File: src/hdl/rcfd_pkg.sv
// Package: widths, codes and the result record of the remote-control frame decoder.
`default_nettype none
package rcfd_pkg;

   // Frame geometry and default buffer size
   localparam int FRAME_BYTES         = 18;
   localparam int RX_BUFFER_BYTES_DEF = 32;
   localparam int FRAME_IDX_W         = $clog2(FRAME_BYTES);

   // Field widths
   localparam int FUNC_W    = 2;
   localparam int BYTE_W    = 8;
   localparam int CH_W      = 11;
   localparam int OUT_W     = 12;
   localparam int SWITCH_W  = 2;
   localparam int AGE_W     = 16;
   localparam int CSR_IDX_W = 1;
   localparam int CSR_DAT_W = 16;

   // Register reset values and saturation limit
   localparam logic [CH_W-1:0]  CENTER_RESET  = 11'd1024;
   localparam logic [AGE_W-1:0] TIMEOUT_RESET = 16'd100;
   localparam logic [AGE_W-1:0] AGE_MAX       = 16'hFFFF;

   // Event codes carried in func
   typedef enum logic [FUNC_W-1:0] {
      FUNC_BYTE = 2'd0,
      FUNC_IDLE = 2'd1,
      FUNC_TICK = 2'd2
   } func_type;

   // Configuration register indexes
   localparam logic [CSR_IDX_W-1:0] CSR_CENTER_VALUE    = 1'd0;
   localparam logic [CSR_IDX_W-1:0] CSR_OFFLINE_TIMEOUT = 1'd1;

   // One result record
   typedef struct packed {
      logic                     frame_new;
      logic                     online;
      logic signed [OUT_W-1:0]  stick_zero;
      logic signed [OUT_W-1:0]  stick_one;
      logic signed [OUT_W-1:0]  stick_two;
      logic signed [OUT_W-1:0]  stick_three;
      logic [SWITCH_W-1:0]      switch_left;
      logic [SWITCH_W-1:0]      switch_right;
      logic signed [OUT_W-1:0]  dial_value;
   } rsp_payload_type;

endpackage
`default_nettype wire

File: src/hdl/rcfd_req_if.sv
// Interface: input event channel (valid/ready with func and byte payload).
`default_nettype none
interface rcfd_req_if import rcfd_pkg::*; ();
   logic              valid;
   logic              ready;
   logic [FUNC_W-1:0] func;
   logic [BYTE_W-1:0] byte_value;

   modport source (output valid, output func, output byte_value, input ready);
   modport sink   (input valid, input func, input byte_value, output ready);
endinterface
`default_nettype wire

File: src/hdl/rcfd_rsp_if.sv
// Interface: decoded result channel (valid/ready with status and channel values).
`default_nettype none
interface rcfd_rsp_if import rcfd_pkg::*; ();
   logic                    valid;
   logic                    ready;
   logic                    frame_new;
   logic                    online;
   logic signed [OUT_W-1:0] stick_zero;
   logic signed [OUT_W-1:0] stick_one;
   logic signed [OUT_W-1:0] stick_two;
   logic signed [OUT_W-1:0] stick_three;
   logic [SWITCH_W-1:0]     switch_left;
   logic [SWITCH_W-1:0]     switch_right;
   logic signed [OUT_W-1:0] dial_value;

   modport source (output valid, output frame_new, output online, output stick_zero,
                   output stick_one, output stick_two, output stick_three,
                   output switch_left, output switch_right, output dial_value,
                   input ready);
   modport sink   (input valid, input frame_new, input online, input stick_zero,
                   input stick_one, input stick_two, input stick_three,
                   input switch_left, input switch_right, input dial_value,
                   output ready);
endinterface
`default_nettype wire

File: src/hdl/rc_frame_receiver_decoder_unit.sv
// Top level: remote-control frame receiver and decoder with a two-entry result buffer.
//
// Usage: req_chan carries one event per transfer: a received UART byte, a line-idle
// event that closes a burst, or a time tick. A burst of exactly FRAME_BYTES bytes is
// decoded at its idle event into four centred sticks, two switch codes and a centred
// dial; these are held and reported with every result. rsp_chan returns exactly one
// result per input transfer, in order, with frame_new and the online flag.
// Output: each result is registered, in the result register or, while a result waits, in the skid register.
// Throughput: one item per cycle while req_chan.ready is high; all decode work is one
// pass of logic between the accepting edge and the result or skid register.
// Stall: a two-entry output buffer (result register plus skid register) lets one more
// item enter while a result waits; req_chan.ready drops only when both are full.
// Reset: synchronous, active high; clears the burst count, the silence age, the held
// values and the buffer, and loads center_value = 1024, offline_timeout = 100.
// csr_* writes take effect at the edge where csr_we is high; write only while idle.
`default_nettype none
module rc_frame_receiver_decoder_unit import rcfd_pkg::*; #(
   parameter int RX_BUFFER_BYTES = RX_BUFFER_BYTES_DEF
) (
   input  wire logic                 clock,
   input  wire logic                 reset,
   rcfd_req_if.sink                  req_chan,
   rcfd_rsp_if.source                rsp_chan,
   input  wire logic                 csr_we,
   input  wire logic [CSR_IDX_W-1:0] csr_index,
   input  wire logic [CSR_DAT_W-1:0] csr_wdata
);

   localparam int CountW = $clog2(RX_BUFFER_BYTES + 1);
   localparam logic [CountW-1:0] CountFrame = CountW'(FRAME_BYTES);
   localparam logic [CountW-1:0] CountFull  = CountW'(RX_BUFFER_BYTES);

   // Configuration registers
   logic [CH_W-1:0]  center_ff;
   logic [AGE_W-1:0] timeout_ff;

   // Block state
   logic [BYTE_W-1:0]       frame_ff [FRAME_BYTES];
   logic [CountW-1:0]       burst_ff, burst_in;
   logic [AGE_W-1:0]        age_ff, age_in;
   logic signed [OUT_W-1:0] stick_ff [4];
   logic [2*SWITCH_W-1:0]   switches_ff;
   logic signed [OUT_W-1:0] dial_ff;

   // Result buffer
   logic            out_valid_ff, skid_valid_ff;
   rsp_payload_type out_ff, skid_ff, result_in;

   logic push, pop, byte_wr, decode;
   func_type func;

   logic [CH_W-1:0]         raw [4];
   logic [CH_W-1:0]         raw_dial;
   logic signed [OUT_W-1:0] ctr [4];
   logic signed [OUT_W-1:0] ctr_dial;

   assign push = req_chan.valid && req_chan.ready;
   assign pop  = rsp_chan.valid && rsp_chan.ready;
   assign func = func_type'(req_chan.func);

   // Accept while the skid register is free
   assign req_chan.ready = !skid_valid_ff;

   // Update burst count and silence age for the current event
   always_comb begin
      burst_in = burst_ff;
      age_in   = age_ff;
      byte_wr  = 1'b0;
      decode   = 1'b0;
      case (func)
         FUNC_BYTE: begin
            if (burst_ff < CountFull) begin
               burst_in = burst_ff + CountW'(1);
               byte_wr  = (burst_ff < CountFrame);
            end
         end
         FUNC_IDLE: begin
            decode   = (burst_ff == CountFrame);
            burst_in = '0;
            age_in   = '0;
         end
         FUNC_TICK: begin
            if (age_ff != AGE_MAX) begin
               age_in = age_ff + AGE_W'(1);
            end
         end
         default: begin
         end
      endcase
   end

   // Unpack the 11-bit channels from the stored frame
   assign raw[0]   = {frame_ff[1][2:0], frame_ff[0]};
   assign raw[1]   = {frame_ff[2][5:0], frame_ff[1][7:3]};
   assign raw[2]   = {frame_ff[4][0], frame_ff[3], frame_ff[2][7:6]};
   assign raw[3]   = {frame_ff[5][3:0], frame_ff[4][7:1]};
   assign raw_dial = {frame_ff[17][2:0], frame_ff[16]};

   // Centre: raw minus center_value, modulo 2^12
   always_comb begin
      for (int i = 0; i < 4; i++) begin
         ctr[i] = signed'({1'b0, raw[i]} - {1'b0, center_ff});
      end
      ctr_dial = signed'({1'b0, raw_dial} - {1'b0, center_ff});
   end

   // Build the result from the state after this event
   always_comb begin
      result_in.frame_new    = decode;
      result_in.online       = (age_in < timeout_ff);
      result_in.stick_zero   = decode ? ctr[0] : stick_ff[0];
      result_in.stick_one    = decode ? ctr[1] : stick_ff[1];
      result_in.stick_two    = decode ? ctr[2] : stick_ff[2];
      result_in.stick_three  = decode ? ctr[3] : stick_ff[3];
      result_in.switch_left  = decode ? frame_ff[5][7:6] : switches_ff[3:2];
      result_in.switch_right = decode ? frame_ff[5][5:4] : switches_ff[1:0];
      result_in.dial_value   = decode ? ctr_dial : dial_ff;
   end

   // Hold configuration
   always_ff @(posedge clock) begin
      if (reset) begin
         center_ff  <= CENTER_RESET;
         timeout_ff <= TIMEOUT_RESET;
      end else if (csr_we) begin
         case (csr_index)
            CSR_CENTER_VALUE:    center_ff  <= csr_wdata[CH_W-1:0];
            CSR_OFFLINE_TIMEOUT: timeout_ff <= csr_wdata[AGE_W-1:0];
            default: begin
            end
         endcase
      end
   end

   // Store received bytes of the frame
   always_ff @(posedge clock) begin
      if (push && byte_wr) begin
         frame_ff[burst_ff[FRAME_IDX_W-1:0]] <= req_chan.byte_value;
      end
   end

   // Advance burst count, silence age and held values
   always_ff @(posedge clock) begin
      if (reset) begin
         burst_ff    <= '0;
         age_ff      <= '0;
         stick_ff    <= '{default: '0};
         switches_ff <= '0;
         dial_ff     <= '0;
      end else if (push) begin
         burst_ff <= burst_in;
         age_ff   <= age_in;
         if (decode) begin
            stick_ff[0] <= ctr[0];
            stick_ff[1] <= ctr[1];
            stick_ff[2] <= ctr[2];
            stick_ff[3] <= ctr[3];
            switches_ff <= frame_ff[5][7:4];
            dial_ff     <= ctr_dial;
         end
      end
   end

   // Result register and skid register
   always_ff @(posedge clock) begin
      if (reset) begin
         out_valid_ff  <= 1'b0;
         skid_valid_ff <= 1'b0;
      end else if (pop && skid_valid_ff) begin
         out_valid_ff  <= 1'b1;
         skid_valid_ff <= 1'b0;
      end else if (out_valid_ff && !pop) begin
         if (push) begin
            skid_valid_ff <= 1'b1;
         end
      end else begin
         out_valid_ff <= push;
      end
   end

   always_ff @(posedge clock) begin
      if (pop && skid_valid_ff) begin
         out_ff <= skid_ff;
      end else if (out_valid_ff && !pop) begin
         if (push) begin
            skid_ff <= result_in;
         end
      end else if (push) begin
         out_ff <= result_in;
      end
   end

   // Drive the result channel
   assign rsp_chan.valid        = out_valid_ff;
   assign rsp_chan.frame_new    = out_ff.frame_new;
   assign rsp_chan.online       = out_ff.online;
   assign rsp_chan.stick_zero   = out_ff.stick_zero;
   assign rsp_chan.stick_one    = out_ff.stick_one;
   assign rsp_chan.stick_two    = out_ff.stick_two;
   assign rsp_chan.stick_three  = out_ff.stick_three;
   assign rsp_chan.switch_left  = out_ff.switch_left;
   assign rsp_chan.switch_right = out_ff.switch_right;
   assign rsp_chan.dial_value   = out_ff.dial_value;

   // Skid register is only filled behind a waiting result
   a_skid_behind_out: assert property (@(posedge clock) disable iff (reset)
      skid_valid_ff |-> out_valid_ff)
      else $error("skid register valid without result register");

   // Burst count never passes the buffer size
   a_burst_bound: assert property (@(posedge clock) disable iff (reset)
      burst_ff <= CountFull)
      else $error("burst count beyond buffer size");

   // An accepted idle event restarts silence and clears the burst
   a_idle_clears: assert property (@(posedge clock) disable iff (reset)
      (push && func == FUNC_IDLE) |=> (age_ff == '0 && burst_ff == '0))
      else $error("idle event did not clear burst and silence age");

   // A taken result with nothing behind it empties the buffer
   a_drain: assert property (@(posedge clock) disable iff (reset)
      (pop && !skid_valid_ff && !push) |=> !out_valid_ff)
      else $error("result register not emptied after transfer");

endmodule
`default_nettype wire
File: src/flat_wrapper.sv
// flat-port wrapper written by rule: the top's interface ports become plain ports
module rc_frame_receiver_decoder_unit_flat import rcfd_pkg::*;
#(
   parameter int RX_BUFFER_BYTES = RX_BUFFER_BYTES_DEF
)
  (clock, reset, csr_we, csr_index, csr_wdata, req_chan_valid, req_chan_func, req_chan_byte_value, req_chan_ready, rsp_chan_valid, rsp_chan_frame_new, rsp_chan_online, rsp_chan_stick_zero, rsp_chan_stick_one, rsp_chan_stick_two, rsp_chan_stick_three, rsp_chan_switch_left, rsp_chan_switch_right, rsp_chan_dial_value, rsp_chan_ready);
  rcfd_req_if req_chan_i ();
  rcfd_rsp_if rsp_chan_i ();
  input  wire logic clock;
  input  wire logic reset;
  input  wire logic csr_we;
  input  wire logic [CSR_IDX_W-1:0] csr_index;
  input  wire logic [CSR_DAT_W-1:0] csr_wdata;
  input wire logic [$bits(req_chan_i.valid)-1:0] req_chan_valid;
  input wire logic [$bits(req_chan_i.func)-1:0] req_chan_func;
  input wire logic [$bits(req_chan_i.byte_value)-1:0] req_chan_byte_value;
  output wire logic [$bits(req_chan_i.ready)-1:0] req_chan_ready;
  output wire logic [$bits(rsp_chan_i.valid)-1:0] rsp_chan_valid;
  output wire logic [$bits(rsp_chan_i.frame_new)-1:0] rsp_chan_frame_new;
  output wire logic [$bits(rsp_chan_i.online)-1:0] rsp_chan_online;
  output wire logic [$bits(rsp_chan_i.stick_zero)-1:0] rsp_chan_stick_zero;
  output wire logic [$bits(rsp_chan_i.stick_one)-1:0] rsp_chan_stick_one;
  output wire logic [$bits(rsp_chan_i.stick_two)-1:0] rsp_chan_stick_two;
  output wire logic [$bits(rsp_chan_i.stick_three)-1:0] rsp_chan_stick_three;
  output wire logic [$bits(rsp_chan_i.switch_left)-1:0] rsp_chan_switch_left;
  output wire logic [$bits(rsp_chan_i.switch_right)-1:0] rsp_chan_switch_right;
  output wire logic [$bits(rsp_chan_i.dial_value)-1:0] rsp_chan_dial_value;
  input wire logic [$bits(rsp_chan_i.ready)-1:0] rsp_chan_ready;
  assign req_chan_i.valid = req_chan_valid;
  assign req_chan_i.func = req_chan_func;
  assign req_chan_i.byte_value = req_chan_byte_value;
  assign req_chan_ready = req_chan_i.ready;
  assign rsp_chan_valid = rsp_chan_i.valid;
  assign rsp_chan_frame_new = rsp_chan_i.frame_new;
  assign rsp_chan_online = rsp_chan_i.online;
  assign rsp_chan_stick_zero = rsp_chan_i.stick_zero;
  assign rsp_chan_stick_one = rsp_chan_i.stick_one;
  assign rsp_chan_stick_two = rsp_chan_i.stick_two;
  assign rsp_chan_stick_three = rsp_chan_i.stick_three;
  assign rsp_chan_switch_left = rsp_chan_i.switch_left;
  assign rsp_chan_switch_right = rsp_chan_i.switch_right;
  assign rsp_chan_dial_value = rsp_chan_i.dial_value;
  assign rsp_chan_i.ready = rsp_chan_ready;
  rc_frame_receiver_decoder_unit #(.RX_BUFFER_BYTES(RX_BUFFER_BYTES)) u_core (.clock(clock), .reset(reset), .req_chan(req_chan_i), .rsp_chan(rsp_chan_i), .csr_we(csr_we), .csr_index(csr_index), .csr_wdata(csr_wdata));
endmodule
File: config.mk
export PLATFORM = sky130hd
export DESIGN_NAME = rc_frame_receiver_decoder_unit_flat
export DESIGN_NICKNAME = d
export VERILOG_FILES = /design/src/hdl/rcfd_pkg.sv /design/src/hdl/rcfd_req_if.sv /design/src/hdl/rcfd_rsp_if.sv /design/src/hdl/rc_frame_receiver_decoder_unit.sv /design/src/flat_wrapper.sv
export SDC_FILE = /design/constraint.sdc
export NUM_CORES = 1
export LEC_CHECK = 0
export BUFFER_PORTS_ARGS = -buffer_cell sky130_fd_sc_hd__buf_2
export CAP_MARGIN = 20
export CORE_UTILIZATION = 55
export CTS_BUF_LIST = sky130_fd_sc_hd__clkbuf_16
export DETAILED_ROUTE_END_ITERATION = 8
export PLACE_DENSITY = 0.81
export SYNTH_ARGS = -nofsm -noshare
export SYNTH_HDL_FRONTEND = slang
export SYNTH_SLANG_ARGS = --single-unit
File: constraint.sdc
create_clock -name clock -period 6.8 [get_ports clock]
set_input_delay 0.68 -clock clock [delete_from_list [all_inputs] [get_ports clock]]
set_output_delay 0.68 -clock clock [all_outputs]
set_load 0.03 [all_outputs]
After elaboration in Yosys (flattened, before gate mapping)
Memory sizes are Yosys's and may differ from the RTL's.
Cells that the tools add are included.
- flip-flop bits (word level): 247
- bits in writable memories: 144
- output and inout port bits: 68
- word-level logic and storage cells: 88
- memories kept: 1
- memories (name ; depth ; bits a word ; read ports ; clocked after memory_dff ; write ports ; line ; text):
    u_core.frame_ff ; 18 ; 8 ; 8 ; 0 ; 1 ; rc_frame_receiver_decoder_unit.sv:38 ; logic [BYTE_W-1:0] frame_ff [FRAME_BYTES];
- $add $sub $neg: 7
- order comparisons: 3
- equal/unequal tests: 6
- muxes and demuxes: 21
- bitwise logic cells: 2
- reductions and logical operators: 18
- operator list (cell ; number):
    2-to-1 mux 66 bit ; 3
    2-to-1 mux 12 bit ; 5
    subtractor 11 x 11 -> 12 bit ; 5
    one-hot mux 16 bit (2 select lines) ; 1
    adder 16 x 1 -> 16 bit (second input constant) ; 1
    less-than comparator 16 bit ; 1
    2-to-1 mux 16 bit ; 1
    != test 16 bit (second input constant) ; 1
    one-hot mux 6 bit (2 select lines) ; 1
    AND reduction 2 bit ; 5
    2-to-1 mux 1 bit ; 7
    adder 6 x 1 -> 6 bit (second input constant) ; 1
    equality test 6 x 5 -> 1 bit (second input constant) ; 1
    less-than comparator 6 x 5 -> 1 bit (second input constant) ; 1
    less-than comparator 6 bit (second input constant) ; 1
    2-to-1 mux 6 bit ; 1
    AND reduction 3 bit ; 2
    logical AND 1 bit ; 5
    2-to-1 mux 2 bit ; 2
    != test 2 x 1 -> 1 bit (second input constant) ; 2
    nonzero test 2 bit ; 2
    equality test 2 x 1 -> 1 bit (second input constant) ; 1
    equality test 2 bit (second input constant) ; 1
    logical NOT 1 bit ; 2
    other kinds (3) ; 4

Logic depth before layout (Yosys ltp)
Gate-level depths: netlist of the first run.
- word-level depth: 7
- depth in mapped cells: 15
- mapped depth without buffers: 14

Worst setup path after synthesis of the first run
No wires, ideal clock.
- kind: input port to flip-flop
- from: in req_chan_valid
- to: reg u_core.out_ff, in the netlist u_core.rsp_chan.dial_value[0] (enable)
- library setup time: 0.512 ns
- data arrival time: 4.377 ns
- setup slack: 1.911 ns
- stages on the path: 4
- cells stage by stage: nor2b_1 > clkbuf_1 > a21oi_1 > a21oi_1
- cells in the longest elaborated chain, start to end: 3
- ends and longest elaborated chain (what ; line ; text):
    start: declaration ; flat_wrapper.sv:14 ; input wire logic [$bits(req_chan_i.valid)-1:0] req_chan_valid;
    logical AND 1 bit ; rc_frame_receiver_decoder_unit.sv:57 ; assign push = req_chan.valid && req_chan.ready;
    nonzero test 2 bit (no source line) ; n/a ;
    AND reduction 2 bit (no source line) ; n/a ;
    end signal: assignment ; rc_frame_receiver_decoder_unit.sv:183 ; out_ff <= skid_ff;
    end signal: assignment ; rc_frame_receiver_decoder_unit.sv:189 ; out_ff <= result_in;
    end: declaration ; rc_frame_receiver_decoder_unit.sv:47 ; rsp_payload_type out_ff, skid_ff, result_in;
No other way between the ends.
A chain may end at the register's enable or synchronous reset.

==> results of run 1 <==
[layout make-up]
| type | instances | area [um2] | share of cell area |
|---|---|---|---|
| tap | 341 | 427 | 0.0252 |
| timing repair buffer | 109 | 593 | 0.0350 |
| clock buffer | 35 | 876 | 0.0517 |
| sequential | 306 | 8040 | 0.474 |
| multi-input combinational | 1033 | 6640 | 0.391 |
| clock inverter | 27 | 216 | 0.0128 |
| inverter | 45 | 169 | 0.00996 |
[flip-flops by register name, summed over array words and instances (netlist names)]
signal,flops
u_core.age_ff,16
u_core.burst_ff,6
u_core.center_ff,11
u_core.dial_ff,12
u_core.frame_ff,59
u_core.rsp_chan.dial_value,12
u_core.rsp_chan.frame_new,1
u_core.rsp_chan.online,1
u_core.rsp_chan.stick_one,12
u_core.rsp_chan.stick_three,12
u_core.rsp_chan.stick_two,12
u_core.rsp_chan.stick_zero,12
u_core.rsp_chan.switch_left,2
u_core.rsp_chan.switch_right,2
u_core.rsp_chan.valid,1
u_core.skid_ff,66
u_core.skid_valid_ff,1
u_core.stick_ff,48
u_core.switches_ff,4
u_core.timeout_ff,16
[worst reg2reg max path, delay by kind of cell, from the launching register on]
family,cells,cell delay (ns)
AOI/OAI and AO/OA,4,1.22
adders and majority gates,1,0.41
buffers and inverters,1,0.38
DFF,1,0.78
muxes,1,0.29
and+or+nand+nor,1,0.17
[power by group through the flow]
stage	clock, W	sequential (W)	combinational [W]
2_1_floorplan	0	0.00213	0.000175
3_3_place_gp	0	0.00207	0.000326
3_5_place_dp	0	0.00207	0.000334
4_1_cts	0.00180	0.00203	0.000337
5_1_grt	0.00188	0.00204	0.000366
6_report	0.00178	0.00203	0.000340
[kinds of logic after synthesis]
| logic type | synth area share |
|---|---|
| AO/OA/AOI/OAI | 0.127 |
| XOR/XNOR | 0.0220 |
| adder cells (fa/ha/maj) | 0.0710 |
| buffers and inverters | 0.0339 |
| flip-flops | 0.530 |
| multiplexers | 0.0480 |
| AND/OR/NAND/NOR | 0.168 |
[worst max-delay path by stage]
| stage | endpoint |
|---|---|
| floorplan | u_core.rsp_chan.dial_value[0]$_DFFE_PP_ |
| global placement | u_core.rsp_chan.online$_DFFE_PP_ |
| detailed placement | u_core.rsp_chan.online$_DFFE_PP_ |
| CTS | u_core.rsp_chan.online$_DFFE_PP_ |
| global route | u_core.rsp_chan.online$_DFFE_PP_ |
| finish | u_core.rsp_chan.online$_DFFE_PP_ |
[Yosys cell counts (all sizes together) (12+ instances only)]
| cell type | n | area share |
|---|---|---|
| nor3 | 30 | 0.0099 |
| a211o | 13 | 0.0075 |
| buf | 26 | 0.010 |
| clkbuf | 51 | 0.013 |
| mux2i | 13 | 0.0086 |
| nand4 | 14 | 0.0066 |
| o21a | 14 | 0.0069 |
| mux2 | 53 | 0.039 |
| nand2 | 227 | 0.056 |
| xnor2 | 26 | 0.015 |
| and2 | 13 | 0.0054 |
| a31oi | 19 | 0.0078 |
| a21oi | 101 | 0.033 |
| inv | 45 | 0.011 |
| ha | 78 | 0.064 |
| o21ai | 93 | 0.031 |
| xor2 | 12 | 0.0069 |
| dfxtp | 115 | 0.15 |
| nor2b | 23 | 0.0095 |
| a211oi | 14 | 0.0069 |
| nand3b | 15 | 0.0074 |
| nor2 | 121 | 0.030 |
| nand3 | 19 | 0.0063 |
| edfxtp | 191 | 0.38 |
| and3 | 14 | 0.0058 |
| o31ai | 13 | 0.0064 |
[layer usage]
metal  vias up  GRT usage
li1       5428          -
met1      5314      0.340
met3        93     0.0299
met5         -          0
met2       448      0.405
met4         0      0.102
[metrics by stage]
step / util / total power, W / hold slack, ns / setup slack, ns / std cells
3_5_place_dp: 0.586 / 0.00241 / 0.447 / 2.81 / 1833
5_1_grt: 0.627 / 0.00428 / 0.426 / 3.03 / 1896
2_1_floorplan: - / 0.00230 / 0.433 / 1.91 / 1461
4_1_cts: 0.626 / 0.00417 / 0.401 / 3.32 / 1895
3_3_place_gp: 0.586 / 0.00240 / 0.438 / 2.83 / 1833
6_report: 0.627 / 0.00415 / 0.414 / 3.29 / 1896
==> impl_metrics.yaml, run 1 <==
timing:
  skew_ns: 0.0255
  fin_crit_ns: 3.51
  rsz0062_at_grt: "no"
  setup_violations: 0
  finalCritPeriodShare: 0.517
  fin_setup_tns_ns: 0
  tightest_slew_ns: 0.994
  slew_viol_final: 0
  slew_headroom: 0.337
  finalHoldViolations: 0
  max_freq_mhz: 285
drt:
  wl_per_cell_um: 18.5
  ant_nets: 0
  wl_met2_um: 16300
  top_layer_used: "met4"
  wl_met1_um: 15400
  dr.first_iter.drc_count: 979
  met3_length_um: 2240
  drcViolationCount: 0
  drt-pass1-iter-count: 5
  wirelength_um: 35100
  vias: 11300
  viasPerCell: 5.95
critical_path:
  critPathKind: "in2reg"
  required_ns: 7.05
  startpoint_type: "input pin"
  r2r_end: "u_core.rsp_chan.stick_zero[9]$_DFFE_PP_"
  cp_slowest_cell: "or4b_2"
  crit_path_max_incr_delay_ns: 0.73
  critPathCaptureType: "register"
  critPathMaxFanout: 7
  cp_common_cell: "ha_1"
  cp_data_arrival_time_ns: 3.77
  cp_num_cells: 13
  r2r_cells: 8
  critPathBufInv: 2
  r2r-start: "u_core.center_ff[1]$_SDFFE_PP0P_"
  crit_start: "req_chan_func[0]"
  crit_family: "simple AND/OR/NAND/NOR gates"
  ff2ff_setup_slack_ns: 3.30
  crit_chain: "buf_2 -> inv_1 -> ha_1 -> nand3_1 -> or4b_2 -> xor2_1 -> nor2_1 -> ha_1 -> a21oi_1 -> o21ai_0 -> a2111oi_1 -> o41a_1 -> mux2_1"
floorplanning:
  rows: 60
  coreArea_um2: 27000
  io_pins: 100
  die_area_um2: 28200
  initial_core_util: 0.561
  die_y_um: 168
  die_x_um: 168
finish:
  most-common-layout-cells: "nand2_1, edfxtp_1, nor2_1, dfxtp_1, a21oi_1"
  nNetsFinal: 1644
  synthToLayoutAreaGrowth_pct: 11.9
  drive_above_1_share: 0.145
  num-fill-cells: 2183
  layout_commonest_cell: "nand2_1"
  fin_area_um2: 17000
  diodes: 0
yosys:
  synth-edff-count: 191
  async_flop_share: 0
  syn-cell-area_um2: 15200
  yosys_warnings: 0
  synth.avg_cell_area_um2: 10.4
  postSynthCellCount: 1461
  yosysSeqAreaShare: 0.530
  synthesis.nets: 1576
  yosysUniqueCellTypes: 65
  synth-seq-cells: 306
  ys.flop_type: "edfxtp_1"
min_path:
  hold_class: "in2reg"
  whs_path_depth: 3
  hp-start: "csr_wdata[13]"
  hold_end: "u_core.timeout_ff[13]$_SDFFE_PP0P_"
place:
  dpl_cell_area_um2: 15800
  hpwlAfterDp_um: 23200
  gp_congestion: 0.850
  portBuffers: 99
outcome:
  status: "completed"
power_and_ir_drop:
  clkPwrFrac: 0.429
  power_leakage_nw: 6.60
  p_seq_frac: 0.489
  vdd_drop_max_mv: 0.201
  internal_power_w: 0.00317
  power_density_nw_per_um2: 245
  switching_share: 0.238
  p_sw_w: 0.000987
  pwr-share-comb: 0.082
run:
  cap_violations: 0
clock_network:
  cts_buffers: 34
  clockBufferDepth: 3
  cts-root-buf: "clkbuf_16"
  ctsResizeCount: 0
  cts_hold_buf: 0
  cts_sinks: 306
  cts.clk_slew.worst_paths_ns: 0.06
  cts_tree: "built"
  postCtsSetupBuffers: 0
  insertion_delay_ns: 0.53
  htree_levels: 2
global_routing:
  grt-ovfl-total: 0
  grt_usage: 0.249
  antenna_found_initial: 0
  grt_pass1_vias: 10700
  grt_max_degree: 92
  grt_pass1_wl_um: 55700
Power figures use the tool's default switching activity.
==> inputs of run 2 (changes only) <==
- PLACE_DENSITY: 0.81 -> 0.84
- clock period: 6.8 -> 3 ns (I/O delays scaled with it)
==> run 2 against run 1 <==
Critical path type is now reg2reg. Largest cell class unchanged. Via count rose by 3.6%. Non-clock buffer count increased by 70. The run now ends with setup timing left. Core utilization increased by 2.5 points.
==> impl_metrics.yaml, run 2 (synthesis results as in run 1) <==
min_path:
  hold_class: "in2reg"
drt:
  ant_nets: 0
  dr.first_iter.drc_count: 1100
  drcViolationCount: 0
  wirelength_um: 36700
  viasPerCell: 5.95
  wl_per_cell_um: 18.7
  vias: 11700
  drt-pass1-iter-count: 7
clock_network:
  insertion_delay_ns: 0.53
  cts.clk_slew.worst_paths_ns: 0.06
  cts_sinks: 306
  clockBufferDepth: 3
  cts_tree: "built"
  cts_buffers: 34
  htree_levels: 2
  cts-root-buf: "clkbuf_16"
  cts_hold_buf: 0
finish:
  drive_above_1_share: 0.188
  most-common-layout-cells: "nand2_1, edfxtp_1, nor2_1, dfxtp_1, a21oi_1"
  synthToLayoutAreaGrowth_pct: 16.3
  final_cells: 1966
  largest_register_ffs: 66
  layout_commonest_cell: "nand2_1"
  num-fill-cells: 2035
  diodes: 0
  nNetsFinal: 1714
  top_register: "u_core.skid_ff"
floorplanning:
  coreArea_um2: 27000
  initial_core_util: 0.561
  die_area_um2: 28200
  rows: 60
  io_pins: 100
  die_y_um: 168
  die_x_um: 168
timing:
  finalHoldViolations: 0
  finalCritPeriodShare: 1.05
  skew_ns: 0.0177
  fin_crit_ns: 3.15
  rsz0062_at_grt: "yes"
  max_freq_mhz: 318
  postLayoutSetupSlackWorst_ns: -0.148
  tightest_slew_ns: 0.849
  slew_headroom: 0.428
  hold_ws_ns: 0.0236
  slew_viol_final: 0
  setup_violations: 1
place:
  hpwlAfterDp_um: 25200
  gp_congestion: 0.889
  dp.cells: 1900
  portBuffers: 99
critical_path:
  required_ns: 3.26
  crit_path_max_incr_delay_ns: 0.44
  cp_common_cell: "nor2_1"
  critPathKind: "reg2reg"
  cp_slowest_cell: "o41a_1"
  critPathMaxFanout: 5
  critPathCaptureType: "register"
  crit_chain: "ha_4 -> nand3_4 -> nor4_4 -> and2b_2 -> nand4_1 -> xor2_1 -> nor2_1 -> ha_1 -> o21ai_1 -> a21oi_1 -> nor2_1 -> o41a_1 -> mux2_4"
  cp_data_arrival_time_ns: 3.41
  startpoint_type: "register"
global_routing:
  grt_pass1_vias: 11300
  grt_usage: 0.262
  grt_pass1_wl_um: 58500
  antenna_found_initial: 0
  grt-ovfl-total: 0
  grt_max_degree: 92
outcome:
  status: "finished with violations"
  violations: "setup timing"
run:
  cap_violations: 0
power_and_ir_drop:
  power_leakage_nw: 7.02
  vdd_drop_max_mv: 0.604
  power_density_nw_per_um2: 541
[run 2: timing repair]
item	4_1_cts	5_1_grt
pin swaps	8	7
gates cloned	0	0
gates resized for setup	11	5
setup buffers	3	1
endpoints found under the setup margin	2	5
[run 2: stage by stage]
step	total power (W)	setup slack (ns)	utilization	TNS [ns]	cell area, um2
6_report	0.00954	-0.148	0.652	-0.148	17600
5_1_grt	0.00981	-0.290	0.652	-0.377	17600
4_1_cts	0.00957	-0.128	0.651	-0.128	17600
3_5_place_dp	0.00550	-0.349	0.609	-0.516	16500
3_3_place_gp	0.00547	-0.310	0.609	-0.412	16500
2_1_floorplan	0.00521	0.0190	-	0	15200
[run 2: worst paths after layout]
path,start,endpoint,slack (ns),cells after the start
max reg2reg,u_core.age_ff[0]$_SDFFE_PP0P_,u_core.rsp_chan.online$_DFFE_PP_,-0.15,13
max,u_core.age_ff[0]$_SDFFE_PP0P_,u_core.rsp_chan.online$_DFFE_PP_,-0.15,13
min,csr_wdata[14],u_core.timeout_ff[14]$_SDFFE_PP0P_,0.02,3
min reg2reg,u_core.timeout_ff[7]$_SDFFE_PP0P_,u_core.timeout_ff[7]$_SDFFE_PP0P_,0.45,2
[run 2: cell type report]
class	instances	area, um2	share of cell area
Sequential cell	306	8050	0.457
Multi-Input combinational cell	1033	6700	0.380
Timing Repair Buffer	179	1180	0.0668
Clock buffer	36	901	0.0511
Tap cell	341	427	0.0242
Clock inverter	26	200	0.0114
Inverter	45	169	0.00958
[run 2: power breakdown]
part	leakage [nW]	total (W)	internal, W	switching (W)
registers	2.76	0.00460	0.00456	0.0000371
logic	3.66	0.000835	0.000268	0.000567
clock network	0.594	0.00411	0.00243	0.00167
total	7.02	0.00954	0.00726	0.00228
[run 2: layer usage]
metal | track usage | up-vias | share of wire | routed length [um]
met5 | 0 | - | 0 | 0
met4 | 0.103 | 0 | 0.033 | 1230
met3 | 0.0435 | 98 | 0.072 | 2650
met2 | 0.435 | 507 | 0.48 | 17500
met1 | 0.342 | 5529 | 0.42 | 15300
li1 | - | 5559 | - | -
[run 2: critical path, delay by kind of cell, from the launching register on]
kind / cells / cell delay [ns]
adder cells (fa/ha/maj): 2 / 0.46
flip-flops: 1 / 0.36
XOR/XNOR: 1 / 0.17
AO/OA/AOI/OAI: 3 / 0.63
multiplexers: 1 / 0.28
AND/OR/NAND/NOR: 6 / 1.01
